`src/rtl/core/cdq_pkg.sv`:
```
// Shared types and constants for the circular deque core.
// Used by the channel interfaces, the controller, the datapath and the top level.
// Depends on nothing.
`default_nettype none

package cdq_pkg;

  // Fixed field widths of the request, response and configuration beats.
  localparam int OPCODE_W = 3;
  localparam int VALUE_W  = 32;
  localparam int CAP_W    = 5;

  // Defaults for the top-level parameters.
  localparam int DEPTH_DEFAULT      = 16;
  localparam int DATA_WIDTH_DEFAULT = 32;

  // Capacity register value after reset.
  localparam logic [CAP_W-1:0] CAP_RESET = 5'd16;

  // Request opcodes.
  localparam logic [OPCODE_W-1:0] OP_INS_FRONT = 3'd0;
  localparam logic [OPCODE_W-1:0] OP_INS_BACK  = 3'd1;
  localparam logic [OPCODE_W-1:0] OP_DEL_FRONT = 3'd2;
  localparam logic [OPCODE_W-1:0] OP_DEL_BACK  = 3'd3;
  localparam logic [OPCODE_W-1:0] OP_PEEK      = 3'd4;

  // Commands from the controller to the datapath.
  typedef struct packed {
    logic take_item;  // latch the request beat
    logic update;     // apply the operation to pointers, count and storage
    logic capture;    // load the response register from the read data
    logic cfg_write;  // write the capacity register and empty the deque
  } cdq_cmd_t;

endpackage

`default_nettype wire

```
`src/rtl/core/cdq_in_if.sv`:
```
// Request channel of the circular deque: valid, ready, opcode and value.
// Depends on cdq_pkg for the field widths.
`default_nettype none

interface cdq_in_if;
  logic                                  valid;
  logic                                  ready;
  logic [cdq_pkg::OPCODE_W-1:0]          opcode;
  logic signed [cdq_pkg::VALUE_W-1:0]    item_value;

  modport source (output valid, output opcode, output item_value, input ready);
  modport sink   (input valid, input opcode, input item_value, output ready);
endinterface

`default_nettype wire

```
`src/rtl/core/cdq_out_if.sv`:
```
// Response channel of the circular deque: valid, ready and the result fields.
// Depends on cdq_pkg for the field widths.
`default_nettype none

interface cdq_out_if;
  logic                               valid;
  logic                               ready;
  logic                               accepted;
  logic signed [cdq_pkg::VALUE_W-1:0] front_value;
  logic signed [cdq_pkg::VALUE_W-1:0] rear_value;
  logic                               is_empty;
  logic                               is_full;

  modport source (output valid, output accepted, output front_value, output rear_value,
                  output is_empty, output is_full, input ready);
  modport sink   (input valid, input accepted, input front_value, input rear_value,
                  input is_empty, input is_full, output ready);
endinterface

`default_nettype wire

```
`src/rtl/core/cdq_cfg_if.sv`:
```
// Configuration write channel of the circular deque: valid, ready and capacity.
// Depends on cdq_pkg for the field width.
`default_nettype none

interface cdq_cfg_if;
  logic                       valid;
  logic                       ready;
  logic [cdq_pkg::CAP_W-1:0]  active_capacity;

  modport source (output valid, output active_capacity, input ready);
  modport sink   (input valid, input active_capacity, output ready);
endinterface

`default_nettype wire

```
`src/rtl/core/cdq_ram.sv`:
```
// Generic RAM: one write port and two read ports with registered read data.
// Depends on nothing.
`default_nettype none

module cdq_ram #(
  parameter int WIDTH = 32,
  parameter int DEPTH = 16
) (
  input  wire logic                                 clk,
  input  wire logic                                 we,
  input  wire logic [(DEPTH > 1 ? $clog2(DEPTH) : 1)-1:0] waddr,
  input  wire logic [WIDTH-1:0]                     wdata,
  input  wire logic [(DEPTH > 1 ? $clog2(DEPTH) : 1)-1:0] raddr_a,
  input  wire logic [(DEPTH > 1 ? $clog2(DEPTH) : 1)-1:0] raddr_b,
  output logic      [WIDTH-1:0]                     rdata_a,
  output logic      [WIDTH-1:0]                     rdata_b
);

  logic [WIDTH-1:0] mem [DEPTH];

  // Write port.
  always_ff @(posedge clk) begin
    if (we) begin
      mem[waddr] <= wdata;
    end
  end

  // Registered read ports.
  always_ff @(posedge clk) begin
    rdata_a <= mem[raddr_a];
    rdata_b <= mem[raddr_b];
  end

endmodule

`default_nettype wire

```
`src/rtl/core/cdq_ctrl.sv`:
```
// Controller of the circular deque: sequences each request through update,
// read and response capture, and owns the response valid flag.
// Depends on cdq_pkg for the command struct.
`default_nettype none

module cdq_ctrl (
  input  wire logic              clk,
  input  wire logic              rst,
  input  wire logic              in_valid,
  output logic                   in_ready,
  input  wire logic              out_ready,
  output logic                   out_valid,
  input  wire logic              cfg_valid,
  output logic                   cfg_ready,
  output cdq_pkg::cdq_cmd_t      cmd
);

  localparam logic [1:0] S_IDLE   = 2'd0;
  localparam logic [1:0] S_UPDATE = 2'd1;
  localparam logic [1:0] S_READ   = 2'd2;
  localparam logic [1:0] S_LOAD   = 2'd3;

  logic [1:0] state;
  logic [1:0] state_next;
  logic       out_free;

  // The response register can take a new beat when empty or being drained.
  assign out_free  = !out_valid || out_ready;
  assign in_ready  = (state == S_IDLE);
  assign cfg_ready = 1'b1;

  // Commands to the datapath.
  always_comb begin
    cmd           = '0;
    cmd.take_item = in_valid && (state == S_IDLE);
    cmd.update    = (state == S_UPDATE);
    cmd.capture   = (state == S_LOAD) && out_free;
    cmd.cfg_write = cfg_valid;
  end

  // Next-state logic.
  always_comb begin
    state_next = state;
    unique case (state)
      S_IDLE: begin
        if (in_valid) begin
          state_next = S_UPDATE;
        end
      end
      S_UPDATE: begin
        state_next = S_READ;
      end
      S_READ: begin
        state_next = S_LOAD;
      end
      S_LOAD: begin
        if (out_free) begin
          state_next = S_IDLE;
        end
      end
      default: begin
        state_next = S_IDLE;
      end
    endcase
  end

  // State and response valid registers.
  always_ff @(posedge clk) begin
    if (rst) begin
      state     <= S_IDLE;
      out_valid <= 1'b0;
    end else begin
      state <= state_next;
      if (cmd.capture) begin
        out_valid <= 1'b1;
      end else if (out_ready) begin
        out_valid <= 1'b0;
      end
    end
  end

endmodule

`default_nettype wire

```
`src/rtl/core/cdq_datapath.sv`:
```
// Datapath of the circular deque: capacity register, head and tail pointers,
// entry count, ring storage and the response register.
// Depends on cdq_pkg and cdq_ram.
`default_nettype none

module cdq_datapath #(
  parameter int DEPTH      = cdq_pkg::DEPTH_DEFAULT,
  parameter int DATA_WIDTH = cdq_pkg::DATA_WIDTH_DEFAULT
) (
  input  wire logic                               clk,
  input  wire logic                               rst,
  input  wire cdq_pkg::cdq_cmd_t                  cmd,
  input  wire logic [cdq_pkg::OPCODE_W-1:0]       opcode,
  input  wire logic [cdq_pkg::VALUE_W-1:0]        item_value,
  input  wire logic [cdq_pkg::CAP_W-1:0]          active_capacity,
  output logic                                    accepted,
  output logic [cdq_pkg::VALUE_W-1:0]             front_value,
  output logic [cdq_pkg::VALUE_W-1:0]             rear_value,
  output logic                                    is_empty,
  output logic                                    is_full
);

  localparam int PTR_W = (DEPTH > 1) ? $clog2(DEPTH) : 1;
  localparam int CNT_W = $clog2(DEPTH + 1);
  localparam logic [cdq_pkg::VALUE_W-1:0] EMPTY_WORD =
    cdq_pkg::VALUE_W'({DATA_WIDTH{1'b1}});

  logic [cdq_pkg::CAP_W-1:0]    cap;
  logic [CNT_W-1:0]             eff_cap;
  logic [PTR_W-1:0]             head;
  logic [PTR_W-1:0]             head_next;
  logic [PTR_W-1:0]             tail;
  logic [PTR_W-1:0]             tail_next;
  logic [CNT_W-1:0]             count;
  logic [CNT_W-1:0]             count_next;
  logic [cdq_pkg::OPCODE_W-1:0] op;
  logic [cdq_pkg::VALUE_W-1:0]  value;
  logic                         ok;
  logic                         ok_next;
  logic                         wr_en;
  logic [PTR_W-1:0]             wr_addr;
  logic [DATA_WIDTH-1:0]        rd_front;
  logic [DATA_WIDTH-1:0]        rd_rear;
  logic                         has_room;
  logic                         has_entry;
  logic                         empty_now;

  // Step a slot forward, wrapping at the effective capacity.
  function automatic logic [PTR_W-1:0] slot_inc(input logic [PTR_W-1:0] p,
                                                input logic [CNT_W-1:0] c);
    logic [CNT_W-1:0] p1;
    p1 = CNT_W'(p) + CNT_W'(1);
    return (p1 >= c) ? '0 : PTR_W'(p1);
  endfunction

  // Step a slot backward, wrapping at the effective capacity.
  function automatic logic [PTR_W-1:0] slot_dec(input logic [PTR_W-1:0] p,
                                                input logic [CNT_W-1:0] c);
    logic [CNT_W-1:0] pe;
    pe = CNT_W'(p);
    return (pe == '0 || pe >= c) ? PTR_W'(c - CNT_W'(1)) : PTR_W'(pe - CNT_W'(1));
  endfunction

  // Effective capacity: zero acts as one, anything above the depth as the depth.
  always_comb begin
    if (cap == '0) begin
      eff_cap = CNT_W'(1);
    end else if (32'(cap) > 32'(DEPTH)) begin
      eff_cap = CNT_W'(DEPTH);
    end else begin
      eff_cap = CNT_W'(cap);
    end
  end

  assign has_room  = (count < eff_cap);
  assign has_entry = (count != '0);

  // Operation decode: new pointers, count and the storage write.
  always_comb begin
    head_next  = head;
    tail_next  = tail;
    count_next = count;
    ok_next    = 1'b0;
    wr_en      = 1'b0;
    wr_addr    = head;
    unique case (op)
      cdq_pkg::OP_INS_FRONT: begin
        if (has_room) begin
          wr_en      = 1'b1;
          wr_addr    = head;
          head_next  = slot_dec(head, eff_cap);
          count_next = count + CNT_W'(1);
          ok_next    = 1'b1;
        end
      end
      cdq_pkg::OP_INS_BACK: begin
        if (has_room) begin
          wr_en      = 1'b1;
          wr_addr    = slot_inc(tail, eff_cap);
          tail_next  = slot_inc(tail, eff_cap);
          count_next = count + CNT_W'(1);
          ok_next    = 1'b1;
        end
      end
      cdq_pkg::OP_DEL_FRONT: begin
        if (has_entry) begin
          head_next  = slot_inc(head, eff_cap);
          count_next = count - CNT_W'(1);
          ok_next    = 1'b1;
        end
      end
      cdq_pkg::OP_DEL_BACK: begin
        if (has_entry) begin
          tail_next  = slot_dec(tail, eff_cap);
          count_next = count - CNT_W'(1);
          ok_next    = 1'b1;
        end
      end
      cdq_pkg::OP_PEEK: begin
        ok_next = 1'b1;
      end
      default: begin
        ok_next = 1'b0;
      end
    endcase
  end

  // Capacity, pointers and count. A capacity write empties the deque.
  always_ff @(posedge clk) begin
    if (rst) begin
      cap   <= cdq_pkg::CAP_RESET;
      head  <= '0;
      tail  <= '0;
      count <= '0;
    end else if (cmd.cfg_write) begin
      cap   <= active_capacity;
      head  <= '0;
      tail  <= '0;
      count <= '0;
    end else if (cmd.update) begin
      head  <= head_next;
      tail  <= tail_next;
      count <= count_next;
    end
  end

  // Request beat and operation outcome.
  always_ff @(posedge clk) begin
    if (cmd.take_item) begin
      op    <= opcode;
      value <= item_value;
    end
    if (cmd.update) begin
      ok <= ok_next;
    end
  end

  // Ring storage; the reads follow the pointers after the update.
  cdq_ram #(
    .WIDTH (DATA_WIDTH),
    .DEPTH (DEPTH)
  ) u_ram (
    .clk     (clk),
    .we      (cmd.update && wr_en),
    .waddr   (wr_addr),
    .wdata   (DATA_WIDTH'(value)),
    .raddr_a (slot_inc(head, eff_cap)),
    .raddr_b (tail),
    .rdata_a (rd_front),
    .rdata_b (rd_rear)
  );

  assign empty_now = (count == '0);

  // Response register.
  always_ff @(posedge clk) begin
    if (cmd.capture) begin
      accepted    <= ok;
      front_value <= empty_now ? EMPTY_WORD : cdq_pkg::VALUE_W'(rd_front);
      rear_value  <= empty_now ? EMPTY_WORD : cdq_pkg::VALUE_W'(rd_rear);
      is_empty    <= empty_now;
      is_full     <= (count == eff_cap);
    end
  end

endmodule

`default_nettype wire

```
`src/rtl/core/circular_deque_core.sv`:
```
// Circular deque core: top level joining the controller and the datapath.
// Depends on cdq_pkg, the channel interfaces, cdq_ctrl, cdq_datapath and cdq_ram.
//
// A double-ended ring buffer of up to DEPTH entries of DATA_WIDTH bits, of
// which the capacity register enables 1 to DEPTH slots (0 acts as 1). Every
// request beat (insert front, insert back, delete front, delete back, peek)
// yields exactly one response beat with the success flag, the first and last
// entries after the operation (all ones when empty) and the empty and full
// flags. Requests are handled one at a time: the accepting edge latches the
// request, then the pointers are updated and the storage written, the ring
// memory performs its registered read at the new front and rear slots, and
// the response register is loaded once it is free to take the beat. No new
// request is taken before the previous one has reached the response register.
// The response register lets the next request be accepted while a response
// is still waiting. A capacity write empties the deque and must only be made
// while the block is idle. No clearing pass follows reset.
`default_nettype none

module circular_deque_core #(
  parameter int DEPTH      = cdq_pkg::DEPTH_DEFAULT,
  parameter int DATA_WIDTH = cdq_pkg::DATA_WIDTH_DEFAULT
) (
  input wire logic   clk,
  input wire logic   rst,
  cdq_in_if.sink     req,
  cdq_out_if.source  rsp,
  cdq_cfg_if.sink    cfg
);

  cdq_pkg::cdq_cmd_t            cmd;
  logic [cdq_pkg::VALUE_W-1:0]  front_bits;
  logic [cdq_pkg::VALUE_W-1:0]  rear_bits;

  // Sequencer.
  cdq_ctrl u_ctrl (
    .clk       (clk),
    .rst       (rst),
    .in_valid  (req.valid),
    .in_ready  (req.ready),
    .out_ready (rsp.ready),
    .out_valid (rsp.valid),
    .cfg_valid (cfg.valid),
    .cfg_ready (cfg.ready),
    .cmd       (cmd)
  );

  // Pointers, storage and response register.
  cdq_datapath #(
    .DEPTH      (DEPTH),
    .DATA_WIDTH (DATA_WIDTH)
  ) u_datapath (
    .clk             (clk),
    .rst             (rst),
    .cmd             (cmd),
    .opcode          (req.opcode),
    .item_value      (req.item_value),
    .active_capacity (cfg.active_capacity),
    .accepted        (rsp.accepted),
    .front_value     (front_bits),
    .rear_value      (rear_bits),
    .is_empty        (rsp.is_empty),
    .is_full         (rsp.is_full)
  );

  assign rsp.front_value = $signed(front_bits);
  assign rsp.rear_value  = $signed(rear_bits);

endmodule

`default_nettype wire

```
`src/flat_wrapper.sv`:
```
// flat-port wrapper written by rule: the top's interface ports become plain ports
module circular_deque_core_flat 
#(
  parameter int DEPTH      = cdq_pkg::DEPTH_DEFAULT,
  parameter int DATA_WIDTH = cdq_pkg::DATA_WIDTH_DEFAULT
)
  (clk, rst, req_valid, req_opcode, req_item_value, req_ready, rsp_valid, rsp_accepted, rsp_front_value, rsp_rear_value, rsp_is_empty, rsp_is_full, rsp_ready, cfg_valid, cfg_active_capacity, cfg_ready);
  cdq_in_if req_i ();
  cdq_out_if rsp_i ();
  cdq_cfg_if cfg_i ();
  input wire logic clk;
  input wire logic rst;
  input wire logic [$bits(req_i.valid)-1:0] req_valid;
  input wire logic [$bits(req_i.opcode)-1:0] req_opcode;
  input wire logic [$bits(req_i.item_value)-1:0] req_item_value;
  output wire logic [$bits(req_i.ready)-1:0] req_ready;
  output wire logic [$bits(rsp_i.valid)-1:0] rsp_valid;
  output wire logic [$bits(rsp_i.accepted)-1:0] rsp_accepted;
  output wire logic [$bits(rsp_i.front_value)-1:0] rsp_front_value;
  output wire logic [$bits(rsp_i.rear_value)-1:0] rsp_rear_value;
  output wire logic [$bits(rsp_i.is_empty)-1:0] rsp_is_empty;
  output wire logic [$bits(rsp_i.is_full)-1:0] rsp_is_full;
  input wire logic [$bits(rsp_i.ready)-1:0] rsp_ready;
  input wire logic [$bits(cfg_i.valid)-1:0] cfg_valid;
  input wire logic [$bits(cfg_i.active_capacity)-1:0] cfg_active_capacity;
  output wire logic [$bits(cfg_i.ready)-1:0] cfg_ready;
  assign req_i.valid = req_valid;
  assign req_i.opcode = req_opcode;
  assign req_i.item_value = req_item_value;
  assign req_ready = req_i.ready;
  assign rsp_valid = rsp_i.valid;
  assign rsp_accepted = rsp_i.accepted;
  assign rsp_front_value = rsp_i.front_value;
  assign rsp_rear_value = rsp_i.rear_value;
  assign rsp_is_empty = rsp_i.is_empty;
  assign rsp_is_full = rsp_i.is_full;
  assign rsp_i.ready = rsp_ready;
  assign cfg_i.valid = cfg_valid;
  assign cfg_i.active_capacity = cfg_active_capacity;
  assign cfg_ready = cfg_i.ready;
  circular_deque_core #(.DEPTH(DEPTH), .DATA_WIDTH(DATA_WIDTH)) u_core (.clk(clk), .rst(rst), .req(req_i), .rsp(rsp_i), .cfg(cfg_i));
endmodule
```
`config.mk`:
```
export PLATFORM = sky130hd
export DESIGN_NAME = circular_deque_core_flat
export DESIGN_NICKNAME = d
export VERILOG_FILES = /design/src/rtl/core/cdq_pkg.sv /design/src/rtl/core/cdq_in_if.sv /design/src/rtl/core/cdq_out_if.sv /design/src/rtl/core/cdq_cfg_if.sv /design/src/rtl/core/cdq_ram.sv /design/src/rtl/core/cdq_ctrl.sv /design/src/rtl/core/cdq_datapath.sv /design/src/rtl/core/circular_deque_core.sv /design/src/flat_wrapper.sv
export SDC_FILE = /design/constraint.sdc
export NUM_CORES = 1
export LEC_CHECK = 0
export BUFFER_PORTS_ARGS = -buffer_cell sky130_fd_sc_hd__clkbuf_2
export CAP_MARGIN = 15
export CORE_MARGIN = 1.5
export CORE_UTILIZATION = 56
export DETAILED_ROUTE_END_ITERATION = 7
export PLACE_DENSITY = 0.79
export SYNTH_ARGS = -nofsm -noshare
export SYNTH_HDL_FRONTEND = slang
export SYNTH_HIERARCHICAL = 1
export SYNTH_SLANG_ARGS = --single-unit
export TNS_END_PERCENT = 100
```
`constraint.sdc`:
```
create_clock -name clk -period 4.7 [get_ports clk]
set_input_delay 0.47 -clock clk [delete_from_list [all_inputs] [get_ports clk]]
set_output_delay 0.47 -clock clk [all_outputs]
set_load 0.01 [all_outputs]
```
---- Word-level counts from Yosys, hierarchy flattened ----
Memories as Yosys holds them, arrays and structs flattened. A register that Yosys moved wholly into a read port is not among the register bits.
Index checks and enable logic that the tools add are counted.
word-level totals
  RAM bits ................................ 512
  bits of input ports ..................... 45
  memory bits (read-only) ................. 0
  output and inout port bits .............. 70
  bits in latches ......................... 0
  memories ................................ 1
  logic and storage cells ................. 97
  bits in registers ....................... 124
memories
  memory                       words  bits a word  rd ports  clocked after Yosys merged registers in  write ports  RTL line       text
  u_core.u_datapath.u_ram.mem  16     32           2         2                                        1            cdq_ram.sv:19  logic [WIDTH-1:0] mem [DEPTH];
operators by class
  multipliers ............................. 0
  $add $sub $neg .......................... 7
  mux-type cells .......................... 28
  eq/ne operators ......................... 16
  divide/modulo/power cells ............... 0
  reduce and logical (&&, ||, !) cells .... 25
  order comparisons ....................... 6
  bitwise logic cells ..................... 0
  shift operators ......................... 0
operators by type and width
  cell                 number
  $mux 4               10
  $mux 5               4
  $pmux 4 s2           2
  $ne 2x2->1 const B   6
  $reduce_and 4->1     3
  $sub 4x1->4 const B  3
  $add 4x1->5 const B  2
  $ge 4x5->1           2
  $ge 5x5->1           2
  $logic_not 5->1      2
  $pmux 5 s2           1
  $logic_not 4->1      2
  $pmux 2 s4           1
  $reduce_bool 2->1    4
  $mux 1               7
  $eq 3x2->1 const B   2
  $reduce_or 2->1      3
  $add 5x1->5 const B  1
  $eq 5x5->1           1
  $gt 5x5->1 const B   1
  $lt 5x5->1           1
  $reduce_bool 5->1    1
  $sub 5x1->5 const B  1
  $eq 2x2->1 const B   2
  other kinds (12)     18

---- Depth between registers and ports, before layout ----
  depth in word-level cells ............... 9
  mapped depth ............................ 14

---- Hierarchy ----
The synthesis kept the hierarchy.
by module, submodules not included
  module        cells each  area each (µm²)  instances
  cdq_ram       1141        24203.2          1
  cdq_datapath  420         5480.3           1
  cdq_ctrl      25          225.2            1

---- Worst setup path after synthesis ----
OpenSTA, ideal clock, no wires.
  path type ............................... reg2reg
  start point ............................. reg u_core/u_datapath/cap[3] (netlist name)
  end point ............................... mem u_core.u_datapath.u_ram.mem[0][0] (enable)
  setup time .............................. 461 ps
  data required time ...................... 4239 ps
  period minus slack after synthesis ...... 5209 ps
  stages on the path, launching flop included .. 13
  path slack .............................. -509 ps
  arrival ................................. 4748 ps
  buffers on the path ..................... 0
  cells stage by stage .................... dfxtp_1 > nor3_1 > nor2_1 > nor2_1 > ha_1 > and2_0 > o21ai_0 > maj3_2 > a21o_1 > or2b_1 > o21ai_1 > or3b_2 > nor3_1
RTL lines
  what                              RTL line             text
  start: declaration                cdq_datapath.sv:28   logic [cdq_pkg::CAP_W-1:0] cap;
  start signal: assignment          cdq_datapath.sv:131  cap <= cdq_pkg::CAP_RESET;
  start signal: assignment          cdq_datapath.sv:136  cap <= active_capacity;
  $gt 5x5->1                        cdq_datapath.sv:68   end else if (32'(cap) > 32'(DEPTH)) begin
  $mux 5                            cdq_datapath.sv:68
  $mux 5 *                          cdq_datapath.sv:66   if (cap == '0) begin
  $ge 5x5->1                        cdq_datapath.sv:53   return (p1 >= c) ? '0 : PTR_W'(p1);
  $mux 4                            cdq_datapath.sv:53
  $mux 4 *                          cdq_datapath.sv:97   if (has_room) begin
  $mux 4 *                          --
  net u_core.u_datapath.wr_addr[3]  cdq_datapath.sv:41   logic [PTR_W-1:0] wr_addr;
  end: declaration                  cdq_ram.sv:19
Mark *: on every way through the listed nets, which the timed path passes. The rest lies on a longest branch.

---- Worst setup path in the final report ----
  start point ............................. reg u_core.u_datapath.head[0]
  end point ............................... reg u_core.u_datapath.u_ram.rdata_a[18] (read register of u_core.u_datapath.u_ram.mem)
between the ends
  longest elaborated chain between the ends .. 3
RTL lines
  what                      RTL line             text
  start: declaration        cdq_datapath.sv:30   logic [PTR_W-1:0] head;
  start signal: assignment  cdq_datapath.sv:141  head <= head_next;
  $add 4x1->5 *             cdq_datapath.sv:52   p1 = CNT_W'(p) + CNT_W'(1);
  $ge 5x5->1                cdq_datapath.sv:53
  $mux 4 *                  cdq_datapath.sv:53
  end: declaration          cdq_ram.sv:15        output logic [WIDTH-1:0] rdata_a,
Every way passes the cells marked *; elsewhere a longest branch is shown, timed or not.
A chain may end at the register's enable or synchronous reset.

==> qor.yml <==
status: "finished, final reports clean"
start_util_pct: 56.8
cpLargestDelayFamily: "adder cells"
max-slew-margin-rel_pct: 27.9
hold_viol_final: 0
wl_mm: 73.2
use_met3_pct: 4.95
cts.sinks: 700
power.density_nw_per_um2: 433
use_met2_pct: 45.9
cp_max_fo: 45
viasPerCell: 6.77
clk_pin_slew_ns: 0.06
finClkSkew_ns: 0.0359
maxSlewViolCount: 0
dpl_worst_slack_ns: 0.582
fmax_ghz: 0.240
fillers: 3343
synth_seq_area_share_pct: 67.4
fin_crit_ns: 4.16
intPower_uw: 11400
synth_top_area_cell: "edfxtp_1"
fin_ws_ns: 0.539
die_x_um: 234
cts_buffers: 72
antenna_found_initial: 1
drt_pass1_iterations: 5
die_area_sq_um: 54800
p_clk_share_pct: 40.5
use_met1_pct: 36.8
ys_ff_latch: 700
rsz0062_at_grt: "no"
busiest_layer: "met2"
yosysMostFrequentCell: "edfxtp_1"
critPathKind: "reg2reg"
rows: 84
ir_drop_uv: 374
grt_pass1_wl_mm: 109
hold_class: "in2reg"
tns_ns: 0
layout-drive-gt1-share_pct: 33.1
setup_viol: 0
place.port_buffers: 113
arrival_ns: 4.63
tightest_slew_ns: 1.08
place_congestion: 0.868
clock_latency_ns: 0.63
syn_avg_cell_area_sq_um: 18.9
synthToLayoutAreaGrowth_pct: 14.7
power_frac_comb_pct: 8.0
switching_share_pct: 23.0
crit_buf_inv: 2
synth_edf_count: 615
p_seq_share_pct: 51.5
worstSetupEndpointType: "flip-flop"
leakage_uw: 0.0111
slowest_delay_ns: 0.56
synth_ff_type: "edfxtp_1"
synth_warnings: 6
synth_cell_types: 64
die_h_um: 234
root_buffer: "clkbuf_16"
p_sw_uw: 3420
drt-wirelength-per-cell_um: 29.5
nets: 1817
crit_path_cell_trace: "inv_1, ha_1, ha_1, a21bo_2, a21oi_1, maj3_1, a21oi_1, and2_4, buf_12, mux4_2, a22oi_1, nand2_1"
dp_hpwl_mm: 40.3
slowest_stage: "mux4_2"
synth-async-reset-ratio_pct: 0
grt_usage_pct: 27.7
drtIter0Drc: 2094
clockBufferDepth: 3
synth.cell_area_sq_um: 29900
cts_hold_buf: 4
antenna_cells: 0
syn-instance-count: 1586
core_sq_um: 52700
cts_tree: "yes"
pin_count: 115
synthesis.nets: 1666
yosysTopAreaCellShare_pct: 61.7
synth_area_leaders: "edfxtp_1 (62%), mux4_2 (19%), dfxtp_1 (5.7%), a22oi_1 (3.2%), nand2b_1 (1.5%)"
finalCritPeriodShare_pct: 88.5
cp_data_required_time_ns: 5.17
maxCapViolCount: 0
drc: 0
grt_pass1_vias: 17500
crit_path_start_kind: "flip-flop"
yosys-top-cells-count: "edfxtp_1 (615), mux4_2 (256), a22oi_1 (129)"
vias: 16800
cts-resized-gates: 0
overflow: 0
htreeDepth: 3
cts_setup_buffers: 0
ant_nets: 0
grt_max_degree: 69
routing by layer:
metal | vias up | part of all wire (%) | routed length (um)
li1 | 6872 | - | -
met1 | 8712 | 37 | 27000
met2 | 1044 | 50 | 36700
met3 | 180 | 9.7 | 7070
met4 | 0 | 3.3 | 2380
met5 | - | 0 | 0
through the flow:
stage	power [uW]	hold slack (ns)	util (%)	cell area [sq um]	std cells
detailed placement	8960	0.427	60.3	31700	2347
CTS	15000	0.00170	65.1	34300	2484
floorplan	8470	0.400	-	29900	1586
global route	15300	0.0234	65.1	34300	2484
finish	14900	0.0261	65.1	34300	2484
global placement	8900	0.414	60.3	31700	2347
cell type report:
type                       count  area (sq um)  share of cell area (%)
clock buffer                  89          2020                    5.89
clock inverter                44           497                    1.45
inverter                      16          60.1                   0.175
multi-input combinational    767          9370                    27.3
sequential                   700         20200                    58.8
tap                          688           861                    2.51
timing repair buffer         180          1320                    3.84
worst reg2reg max path: cells and delay by family (launching register included):
kind            cells  cell delay [ns]
fa+ha+maj           3             1.01
compound gates      4             0.88
mux                 1             0.59
buf+inv             2             0.56
flops               1             0.51
simple gates        2             0.48
placed cells by master (no fill, tap or decap), types with 13 or more instances in the layout:
master,synthesis,final
dfxtp_1,85,83
buf_12,0,19
mux4_2,256,256
clkbuf_2,0,113
nand2b_1,73,73
edfxtp_1,615,615
ha_1,34,34
buf_4,22,44
inv_1,15,15
nand2_1,85,84
clkinv_2,0,15
nor2_4,0,14
clkbuf_16,0,76
a21oi_1,13,13
a22oi_1,129,129
nor2_1,41,27
cells by family (layout without fill, tap and decap cells):
group | count (synthesis) | after routing | share of synthesized area, %
xor gates and xnor gates | 14 | 14 | 0.410
DFF | 700 | 700 | 67.4
muxes | 266 | 266 | 19.6
and+or+nand+nor | 258 | 258 | 4.36
other | 1 | 1 | 0.0125
AOI/OAI and AO/OA | 191 | 191 | 4.69
adders and majority gates | 37 | 37 | 1.56
buffers and inverters | 119 | 329 | 1.92
registers in the layout (all words and copies together), names as in the netlist, 2 cells and up:
name / flops
u_core/u_datapath/value: 32
u_core/u_datapath/cap: 5
u_core/u_datapath/rear_value: 32
u_core/u_datapath/tail: 4
u_core/u_ctrl/state: 2
u_core/u_datapath/u_ram/rdata_b: 32
u_core/u_datapath/front_value: 32
u_core/u_datapath/u_ram/rdata_a: 32
u_core/u_datapath/u_ram/mem: 512
u_core/u_datapath/count: 5
u_core/u_datapath/op: 3
u_core/u_datapath/head: 4
power by group through the flow:
stage                     Sequential (uW)  Clock [uW]  Combinational, uW
after global placement               7740           0               1170
after floorplan                      7650           0                823
after CTS                            7640        6100               1210
after global routing                 7690        6310               1280
final                                7650        6020               1190
after detailed placement             7770           0               1200
path summary, 6_finish.rpt:
path	slack, ns	from	to	depth (start not counted)
setup reg to reg	0.54	u_core/u_datapath/head[0]$_SDFFE_PP0P_	u_core/u_datapath/u_ram/rdata_a[18]$_DFF_P_	12
setup / recovery	0.54	u_core/u_datapath/head[0]$_SDFFE_PP0P_	u_core/u_datapath/u_ram/rdata_a[18]$_DFF_P_	12
hold / removal	0.03	req_item_value[10]	u_core/u_datapath/value[10]$_DFFE_PP_	1
hold reg to reg	0.44	u_core/u_datapath/ok$_DFFE_PP_	u_core/u_datapath/accepted$_DFFE_PP_	0
Note: power is estimated with default switching activity, not from simulation.
